## src/hw/rtl/png_idat_chunk_extractor_macros.svh

```systemverilog
// Assertion macros for the IDAT extractor RTL.
// Depends on nothing; included by the modules that carry assertions.
`ifndef PNG_IDAT_CHUNK_EXTRACTOR_MACROS_SVH
`define PNG_IDAT_CHUNK_EXTRACTOR_MACROS_SVH

// Same-cycle implication, disabled while reset is high.
`define IDATX_ASSERT_NOW(label, clk, rst, ante, cons, msg) \
   label: assert property (@(posedge clk) disable iff (rst) (ante) |-> (cons)) \
      else $error(msg);

// Next-cycle implication, disabled while reset is high.
`define IDATX_ASSERT_NEXT(label, clk, rst, ante, cons, msg) \
   label: assert property (@(posedge clk) disable iff (rst) (ante) |=> (cons)) \
      else $error(msg);

`endif

```

## src/hw/rtl/idatx_pkg.sv

```systemverilog
// Types and constants for the PNG IDAT chunk extractor.
// Depends on nothing; used by every module of the block.
`default_nettype none

package idatx_pkg;

   // Chunk type codes, big-endian ASCII.
   localparam logic [31:0] TYPE_IDAT = 32'h4944_4154;
   localparam logic [31:0] TYPE_IEND = 32'h4945_4E44;

   // Index of the last of the four CRC bytes after each chunk payload.
   localparam logic [2:0] CRC_LAST_INDEX = 3'd3;

   // Parser phase, one-hot.
   typedef enum logic [2:0] {
      PH_HEADER  = 3'b001,
      PH_PAYLOAD = 3'b010,
      PH_CRC     = 3'b100
   } phase_type;

   // One input item: a file byte and its end-of-file flag.
   typedef struct packed {
      logic [7:0] stream_byte;
      logic       final_byte;
   } item_type;

   // One result item.
   typedef struct packed {
      logic [7:0] payload_byte;
      logic       has_byte;
      logic       end_of_data;
   } rslt_type;

endpackage

`default_nettype wire

```

## src/hw/rtl/png_idat_chunk_extractor.sv

```systemverilog
// PNG IDAT chunk extractor: one file byte in, at most one IDAT payload byte out.
// An accepted item is held in the input register, then passes through the parser into the
// result register, from which its result is taken.
// Throughput: one item per cycle while rsp_stall is low; the parser is combinational.
// Reset (synchronous, active high) empties both registers and returns the parser to the
// header phase. Depends on idatx_pkg, idatx_in_reg, idatx_parser and idatx_out_reg.
`default_nettype none

module png_idat_chunk_extractor (
   input  wire logic       clock,
   input  wire logic       reset,
   input  wire logic       req_valid,
   output logic            req_stall,
   input  wire logic [7:0] req_stream_byte,
   input  wire logic       req_final_byte,
   output logic            rsp_valid,
   input  wire logic       rsp_stall,
   output logic [7:0]      rsp_payload_byte,
   output logic            rsp_has_byte,
   output logic            rsp_end_of_data
);

   idatx_pkg::item_type req_item;
   idatx_pkg::item_type item;
   idatx_pkg::rslt_type rslt;
   idatx_pkg::rslt_type rsp_rslt;
   logic                item_valid;
   logic                rslt_valid;
   logic                out_free;

   assign req_item.stream_byte = req_stream_byte;
   assign req_item.final_byte  = req_final_byte;

   idatx_in_reg u_in_reg (
      .clock      (clock),
      .reset      (reset),
      .req_valid  (req_valid),
      .req_stall  (req_stall),
      .req_item   (req_item),
      .out_free   (out_free),
      .item_valid (item_valid),
      .item       (item)
   );

   idatx_parser u_parser (
      .clock      (clock),
      .reset      (reset),
      .item_valid (item_valid),
      .item       (item),
      .rslt_valid (rslt_valid),
      .rslt       (rslt)
   );

   idatx_out_reg u_out_reg (
      .clock      (clock),
      .reset      (reset),
      .rslt_valid (rslt_valid),
      .rslt       (rslt),
      .out_free   (out_free),
      .rsp_valid  (rsp_valid),
      .rsp_stall  (rsp_stall),
      .rsp_rslt   (rsp_rslt)
   );

   assign rsp_payload_byte = rsp_rslt.payload_byte;
   assign rsp_has_byte     = rsp_rslt.has_byte;
   assign rsp_end_of_data  = rsp_rslt.end_of_data;

endmodule

`default_nettype wire

```

## src/hw/rtl/idatx_in_reg.sv

```systemverilog
// Input register of the IDAT extractor: holds one accepted item for the parser.
// Depends on idatx_pkg.
`default_nettype none

module idatx_in_reg (
   input  wire logic               clock,
   input  wire logic               reset,
   input  wire logic               req_valid,
   output logic                    req_stall,
   input  wire idatx_pkg::item_type req_item,
   input  wire logic               out_free,
   output logic                    item_valid,
   output idatx_pkg::item_type     item
);

   logic                in_valid_ff;
   logic                in_valid_in;
   idatx_pkg::item_type item_ff;
   logic                accept;
   logic                consume;

   // The held item moves on whenever the result register can take a result.
   assign consume   = in_valid_ff && out_free;
   assign req_stall = in_valid_ff && !out_free;
   assign accept    = req_valid && !req_stall;

   always_comb begin
      if (accept) begin
         in_valid_in = 1'b1;
      end else if (consume) begin
         in_valid_in = 1'b0;
      end else begin
         in_valid_in = in_valid_ff;
      end
   end

   always_ff @(posedge clock) begin
      if (reset) begin
         in_valid_ff <= 1'b0;
      end else begin
         in_valid_ff <= in_valid_in;
      end
   end

   // Payload needs no reset.
   always_ff @(posedge clock) begin
      if (accept) begin
         item_ff <= req_item;
      end
   end

   assign item_valid = consume;
   assign item       = item_ff;

endmodule

`default_nettype wire

```

## src/hw/rtl/idatx_parser.sv

```systemverilog
// Chunk parser of the IDAT extractor: header gathering, payload count and CRC skip.
// Depends on idatx_pkg and png_idat_chunk_extractor_macros.svh.
`default_nettype none
`include "png_idat_chunk_extractor_macros.svh"

module idatx_parser (
   input  wire logic                clock,
   input  wire logic                reset,
   input  wire logic                item_valid,
   input  wire idatx_pkg::item_type item,
   output logic                     rslt_valid,
   output idatx_pkg::rslt_type      rslt
);

   idatx_pkg::phase_type phase_ff, phase_in;
   logic [55:0]          hdr_ff, hdr_in;
   logic [2:0]           idx_ff, idx_in;
   logic [31:0]          left_ff, left_in;
   logic                 in_idat_ff, in_idat_in;
   logic                 finished_ff, finished_in;
   logic [63:0]          full_hdr;
   logic [31:0]          chunk_len;
   logic [31:0]          chunk_type;
   logic                 has;
   logic                 ends;
   logic [7:0]           data;

   // The eighth header byte completes the length and type words.
   assign full_hdr   = {hdr_ff, item.stream_byte};
   assign chunk_len  = full_hdr[63:32];
   assign chunk_type = full_hdr[31:0];

   // Next-state and result logic for one item.
   always_comb begin
      phase_in    = phase_ff;
      hdr_in      = hdr_ff;
      idx_in      = idx_ff;
      left_in     = left_ff;
      in_idat_in  = in_idat_ff;
      finished_in = finished_ff;
      has         = 1'b0;
      ends        = 1'b0;
      data        = 8'd0;
      if (item_valid && !finished_ff) begin
         case (phase_ff)
            idatx_pkg::PH_PAYLOAD: begin
               has     = in_idat_ff;
               data    = in_idat_ff ? item.stream_byte : 8'd0;
               left_in = left_ff - 32'd1;
               if (left_ff == 32'd1) begin
                  phase_in = idatx_pkg::PH_CRC;
                  idx_in   = 3'd0;
               end
            end
            idatx_pkg::PH_CRC: begin
               idx_in = idx_ff + 3'd1;
               if (idx_ff == idatx_pkg::CRC_LAST_INDEX) begin
                  phase_in = idatx_pkg::PH_HEADER;
                  idx_in   = 3'd0;
               end
            end
            default: begin
               // Header phase; an unknown code is handled the same way.
               phase_in = idatx_pkg::PH_HEADER;
               hdr_in   = {hdr_ff[47:0], item.stream_byte};
               idx_in   = idx_ff + 3'd1;
               if (idx_ff == 3'd7) begin
                  if (chunk_type == idatx_pkg::TYPE_IEND) begin
                     ends = 1'b1;
                  end else begin
                     in_idat_in = (chunk_type == idatx_pkg::TYPE_IDAT);
                     left_in    = chunk_len;
                     phase_in   = (chunk_len == 32'd0) ? idatx_pkg::PH_CRC
                                                       : idatx_pkg::PH_PAYLOAD;
                  end
               end
            end
         endcase
         if (item.final_byte) begin
            ends = 1'b1;
         end
         if (ends) begin
            finished_in = 1'b1;
         end
      end
   end

   always_ff @(posedge clock) begin
      if (reset) begin
         phase_ff    <= idatx_pkg::PH_HEADER;
         idx_ff      <= 3'd0;
         left_ff     <= 32'd0;
         in_idat_ff  <= 1'b0;
         finished_ff <= 1'b0;
      end else begin
         phase_ff    <= phase_in;
         idx_ff      <= idx_in;
         left_ff     <= left_in;
         in_idat_ff  <= in_idat_in;
         finished_ff <= finished_in;
      end
   end

   // Header bytes are always refilled before they are decoded.
   always_ff @(posedge clock) begin
      hdr_ff <= hdr_in;
   end

   assign rslt_valid        = has || ends;
   assign rslt.payload_byte = data;
   assign rslt.has_byte     = has;
   assign rslt.end_of_data  = ends;

   `IDATX_ASSERT_NEXT(a_finished_sticks, clock, reset, finished_ff, finished_ff,
      "parser left the finished state")
   `IDATX_ASSERT_NOW(a_byte_only_in_idat, clock, reset, rslt_valid && rslt.has_byte,
      (phase_ff == idatx_pkg::PH_PAYLOAD) && in_idat_ff, "data byte outside IDAT payload")
   `IDATX_ASSERT_NOW(a_payload_count, clock, reset, phase_ff == idatx_pkg::PH_PAYLOAD,
      left_ff != 32'd0, "payload phase with no bytes left")
   `IDATX_ASSERT_NOW(a_crc_index, clock, reset, phase_ff == idatx_pkg::PH_CRC,
      idx_ff <= idatx_pkg::CRC_LAST_INDEX, "CRC byte index out of range")

endmodule

`default_nettype wire

```

## src/hw/rtl/idatx_out_reg.sv

```systemverilog
// Result register of the IDAT extractor: holds one result item until it is taken.
// Depends on idatx_pkg.
`default_nettype none

module idatx_out_reg (
   input  wire logic                clock,
   input  wire logic                reset,
   input  wire logic                rslt_valid,
   input  wire idatx_pkg::rslt_type rslt,
   output logic                     out_free,
   output logic                     rsp_valid,
   input  wire logic                rsp_stall,
   output idatx_pkg::rslt_type      rsp_rslt
);

   logic                rsp_valid_ff;
   logic                rsp_valid_in;
   idatx_pkg::rslt_type rslt_ff;

   // Room for a new result when empty or when the held one leaves this cycle.
   assign out_free = !rsp_valid_ff || !rsp_stall;

   always_comb begin
      if (rslt_valid) begin
         rsp_valid_in = 1'b1;
      end else if (rsp_stall) begin
         rsp_valid_in = rsp_valid_ff;
      end else begin
         rsp_valid_in = 1'b0;
      end
   end

   always_ff @(posedge clock) begin
      if (reset) begin
         rsp_valid_ff <= 1'b0;
      end else begin
         rsp_valid_ff <= rsp_valid_in;
      end
   end

   always_ff @(posedge clock) begin
      if (rslt_valid) begin
         rslt_ff <= rslt;
      end
   end

   assign rsp_valid = rsp_valid_ff;
   assign rsp_rslt  = rslt_ff;

endmodule

`default_nettype wire
```

## config.mk

```make
export PLATFORM = sky130hd
export DESIGN_NAME = png_idat_chunk_extractor
export DESIGN_NICKNAME = d
export VERILOG_FILES = /design/src/hw/rtl/idatx_pkg.sv /design/src/hw/rtl/png_idat_chunk_extractor.sv /design/src/hw/rtl/idatx_in_reg.sv /design/src/hw/rtl/idatx_parser.sv /design/src/hw/rtl/idatx_out_reg.sv
export VERILOG_INCLUDE_DIRS = /design/src /design/src/hw/rtl
export SDC_FILE = /design/constraint.sdc
export NUM_CORES = 1
export LEC_CHECK = 0
export BUFFER_PORTS_ARGS = -buffer_cell sky130_fd_sc_hd__buf_2
export CORE_MARGIN = 1
export CORE_UTILIZATION = 38
export CTS_BUF_LIST = sky130_fd_sc_hd__clkbuf_4
export DETAILED_ROUTE_END_ITERATION = 12
export PLACE_DENSITY_LB_ADDON = 0.3
export SLEW_MARGIN = 30
export SYNTH_ARGS = -nofsm -noshare
export SYNTH_HDL_FRONTEND = slang
export SYNTH_SLANG_ARGS = --single-unit
```

## constraint.sdc

```tcl
create_clock -name clock -period 3.3 [get_ports clock]
set_input_delay 0.66 -clock clock [delete_from_list [all_inputs] [get_ports clock]]
set_output_delay 0.66 -clock clock [all_outputs]
set_load 0.01 [all_outputs]
```

==> run summary <==
The CTS tree is yes. Counting along the longest clock path gives a buffer depth of 2. The total global-route track usage came out at 20.53%. The TritonCTS buffer count came out at 17. The post-layout minimum cycle time came out at 2.691 ns.

The number of antenna diodes in the final layout is 0. The clock transition at the registers of the reported paths is 0.12 ns. By startpoint and endpoint, the worst setup path is classified as flop to flop. Leaving out fill and tap cells, the most frequent cell in the layout is sky130_fd_sc_hd__edfxtp_1. The sum of net half-perimeters after detailed placement came out at 9910 µm. Leaving out fill and tap cells, the most frequent cells in the layout are sky130_fd_sc_hd__edfxtp_1 (75), sky130_fd_sc_hd__nand2_1 (43), sky130_fd_sc_hd__dfxtp_1 (42). The starting utilization of the core area came out at 39.30%. The average wire per standard cell came out at 19.75 µm. The number of nets in the synthesized netlist is 528. The slowest stage of the critical path belongs to the cell sky130_fd_sc_hd__or3b_4.

The final-layout setup total negative slack is 0 ns. In this run the cell area of the synthesized design comes to 5519 µm². The run finished with clean final reports.

The die extent in x came out at 122.5 µm. Before antenna repair, the detailed router went through 5 iterations. The synthesized-area fraction occupied by adder cells came out at 1.360%. Pin placement for this block handled 25 I/O pins. For the final database, setup skew stands at 0.02370 ns. The first routing iteration left 544 violations. The H-tree was split into 4 levels.

The family of cells with the greatest summed delay on the critical path is simple AND/OR/NAND/NOR gates. The parity-gate share of the synthesized area counting xor and xnor cells is 0.1587%. In this run the tightest slew margin relative to its limit is 43.33%. The number of antenna violations at the first check in global routing came out at 0. The leftover overflow at the end of global routing is 0. The cell repeated most along the worst path is sky130_fd_sc_hd__nand2_1. The sequential cell area in the final layout is 3093 µm². The ratio of total power to cell area is 444.9 nW/µm².

The switching part of the total is 25.21%. The number of global-route vias before repair is 4247. The sequential share of the synthesized area is 56.04%. The core area came out at 14040 µm². The number of setup violations in the final report came out at 0. The relative area change from synthesis to final layout came out at 10.07%. STA puts the critical path data arrival time at 2.88 ns. The number of hold violations in the final report is 0.

The slew at the pin closest to its max-slew limit came out at 0.8411 ns. The total placed instance area came out at 5828 µm². The total number of clock tree sinks is 117.

The number of pins with negative max-slew slack in the final report is 0. The final period utilization came out at 81.53%. The internal power summed over all cells is 2021 µW. Of all nets on the critical path, the largest fanout is 41. The ratio of routed vias to standard cells is 6.107. Yosys printed 0 warnings. The worst setup path is launched from a flop. The critical path contains buffers and inverters numbering 0 combined. The tightest min-delay check is of the input port to flop type. The overall routed net length is 14240 µm. Setup repair after global routing left no endpoint under its margin. The count of fill cells added during filler insertion came out at 1303. Of the post-synthesis cell area, the part taken by muxes is 0.9295%. The data required time at the worst endpoint came out at 3.49 ns. The detailed-routed wire length on met2 came out at 6674 µm. The post-CTS setup repair buffer count is 0. The main combinational cell family by area after synthesis is simple AND/OR/NAND/NOR gates. The top achievable clock speed is 371.7 MHz.

The startpoint identified for the worst hold timing path is req_stream_byte[6]. The largest net degree at the start of global routing is 62. The share of total power in combinational logic came out at 4.3%. The startpoint of the worst setup timing path is u_parser.phase_ff[1]. The maximum ir drop on the vdd rail came out at 0.3940 mV. The fraction of final layout cells with drive strength greater than 1 came out at 15.53%.

After synthesis, the share of flip-flops with an asynchronous set or reset is 0%. Once layout is done, the placed cells without fillers occupy 6075 µm². The met3 wirelength from detailed routing is 956 µm.

In this run, post-CTS hold repair placed 0 buffers. The startpoint identified for the worst register-to-register timing path is u_parser.phase_ff[1]. After technology mapping, the gate count stands at 509.

For this run, the leading register cell type out of synthesis is sky130_fd_sc_hd__edfxtp_1. The synthesized netlist devotes 18.11% of its cell area to compound gates. The count of buffers from port buffering is 24.

A synthesized cell averages 10.84 µm². The synthesized-area fraction occupied by and/or/nand/nor cells came out at 19.50%. The synthesized design contains 117 register bits. In this run the vertical extent of the chip is 122.5 µm. The share of power burned in the clock network came out at 34.5%. The first-pass GRT wire length is 23000 µm. The die covers 15010 µm². The sequential share of power came out at 61.2%. The post-route antenna net violation count came out at 0. The max capacitance violation total is 0. The count of unresolved DRC violations after routing came out at 0. For this block, the via count after detailed routing is 4403. The number of placement rows came out at 43.

The placer's final routability congestion estimate came out at 0.8688. The multi-input logic area came out at 2220 µm². The routed length on met1 came out at 6218 µm.

The number of flops mapped to enable cells by yosys is 75. The count of nets after finishing came out at 548. The highest metal layer with signal wires is met4. The total net switching power came out at 681.2 µW. The largest stage delay on the critical path came out at 0.63 ns.

The analysis attributes to cell leakage a power of 0.002040 µW. The number of distinct library cell variants in the gate-level netlist after synthesis came out at 66. The root buffer cell is sky130_fd_sc_hd__clkbuf_4. The clock reaches the later pin of the worst-skew pair after 0.54 ns. The capturing element type of the critical path is a flop. The critical path goes through or3b_4 > nor3_1 > nand2_1 > nand2_1. The quantity of gates resized following cts is 0.
-- registers in the layout, summed over array words and instances (netlist names), 3 cells and up --
| name | count |
|---|---|
| u_in_reg.item | 9 |
| u_parser.phase_ff | 3 |
| u_parser.left_ff | 32 |
| u_parser.idx_ff | 3 |
| u_out_reg.rsp_rslt | 10 |
| u_parser.hdr_ff | 56 |
-- power groups by stage --
stage | registers, µW | clock network [µW] | logic [µW]
6_report | 1650 | 933 | 117
5_1_grt | 1660 | 1010 | 127
4_1_cts | 1650 | 954 | 116
3_5_place_dp | 1690 | 0 | 115
3_3_place_gp | 1680 | 0 | 113
2_1_floorplan | 1670 | 0 | 73.1
-- worst reg2reg max path, stage by stage, from the launching register on --
cell and delay, ns:
sky130_fd_sc_hd__dfxtp_1 0.56, sky130_fd_sc_hd__or3b_4 0.63, sky130_fd_sc_hd__nor3_1 0.54, sky130_fd_sc_hd__nand2_1 0.21
sky130_fd_sc_hd__nand2_1 0.39
-- Yosys cell counts, drive strengths merged, types with 8 or more instances --
cell | count | area [µm²]
edfxtp | 75 | 2252
nand2 | 43 | 161.4
dfxtp | 42 | 840.8
a21oi | 38 | 190.2
clkbuf | 29 | 108.9
nor4 | 25 | 207.7
nor2 | 24 | 90.09
nor3 | 20 | 126.4
o21ai | 20 | 100.1
o32ai | 20 | 175.2
inv | 16 | 60.06
a211oi | 14 | 105.1
nand4 | 13 | 81.33
a31oi | 11 | 68.82
o211ai | 11 | 82.58
and3 | 10 | 62.56
nand3 | 8 | 45.04
-- layout make-up --
class / count / area share [%]
Sequential cell: 117 / 50.92
Multi-Input combinational cell: 340 / 36.54
Timing Repair Buffer: 37 / 3.790
Tap cell: 180 / 3.708
Clock buffer: 18 / 2.225
Clock inverter: 13 / 1.833
Inverter: 16 / 0.9887
-- stage by stage --
step / std cells / total power (µW) / hold WS [ns] / util [%] / worst slack (ns)
final: 721 / 2702 / 0.2934 / 43.26 / 0.6094
after global routing: 721 / 2794 / 0.2344 / 43.26 / 0.4839
after global placement: 690 / 1798 / 0.4198 / 41.50 / 0.6075
after floorplan: 509 / 1740 / 0.4168 / - / 0.6248
after CTS: 721 / 2724 / 0.2509 / 43.26 / 0.6758
after detailed placement: 690 / 1802 / 0.4277 / 41.50 / 0.6159
-- path summary, 6_finish.rpt --
check                          endpoint  slack (ns)  cells past startpoint
setup / recovery  u_out_reg.rsp_rslt[8]        0.61                      4
hold / removal         u_in_reg.item[7]        0.29                      1
setup reg to reg  u_out_reg.rsp_rslt[8]        0.61                      4
hold reg to reg     u_parser.hdr_ff[14]        0.46                      0
-- kinds of logic (layout without fill, tap and decap cells) --
group,after synthesis,count (layout)
AND/OR/NAND/NOR,181,181
XOR/XNOR,1,1
flip-flops,117,117
AO/OA/AOI/OAI,147,147
buffers and inverters,52,84
adder cells (fa/ha/maj),6,6
multiplexers,5,5
-- layer usage --
metal	track usage [%]	up-vias
li1	-	2066
met4	8.918	0
met1	27.02	2114
met2	31.60	192
met5	0	-
met3	5.623	31
No activity file was read; power rests on OpenSTA's default activity.
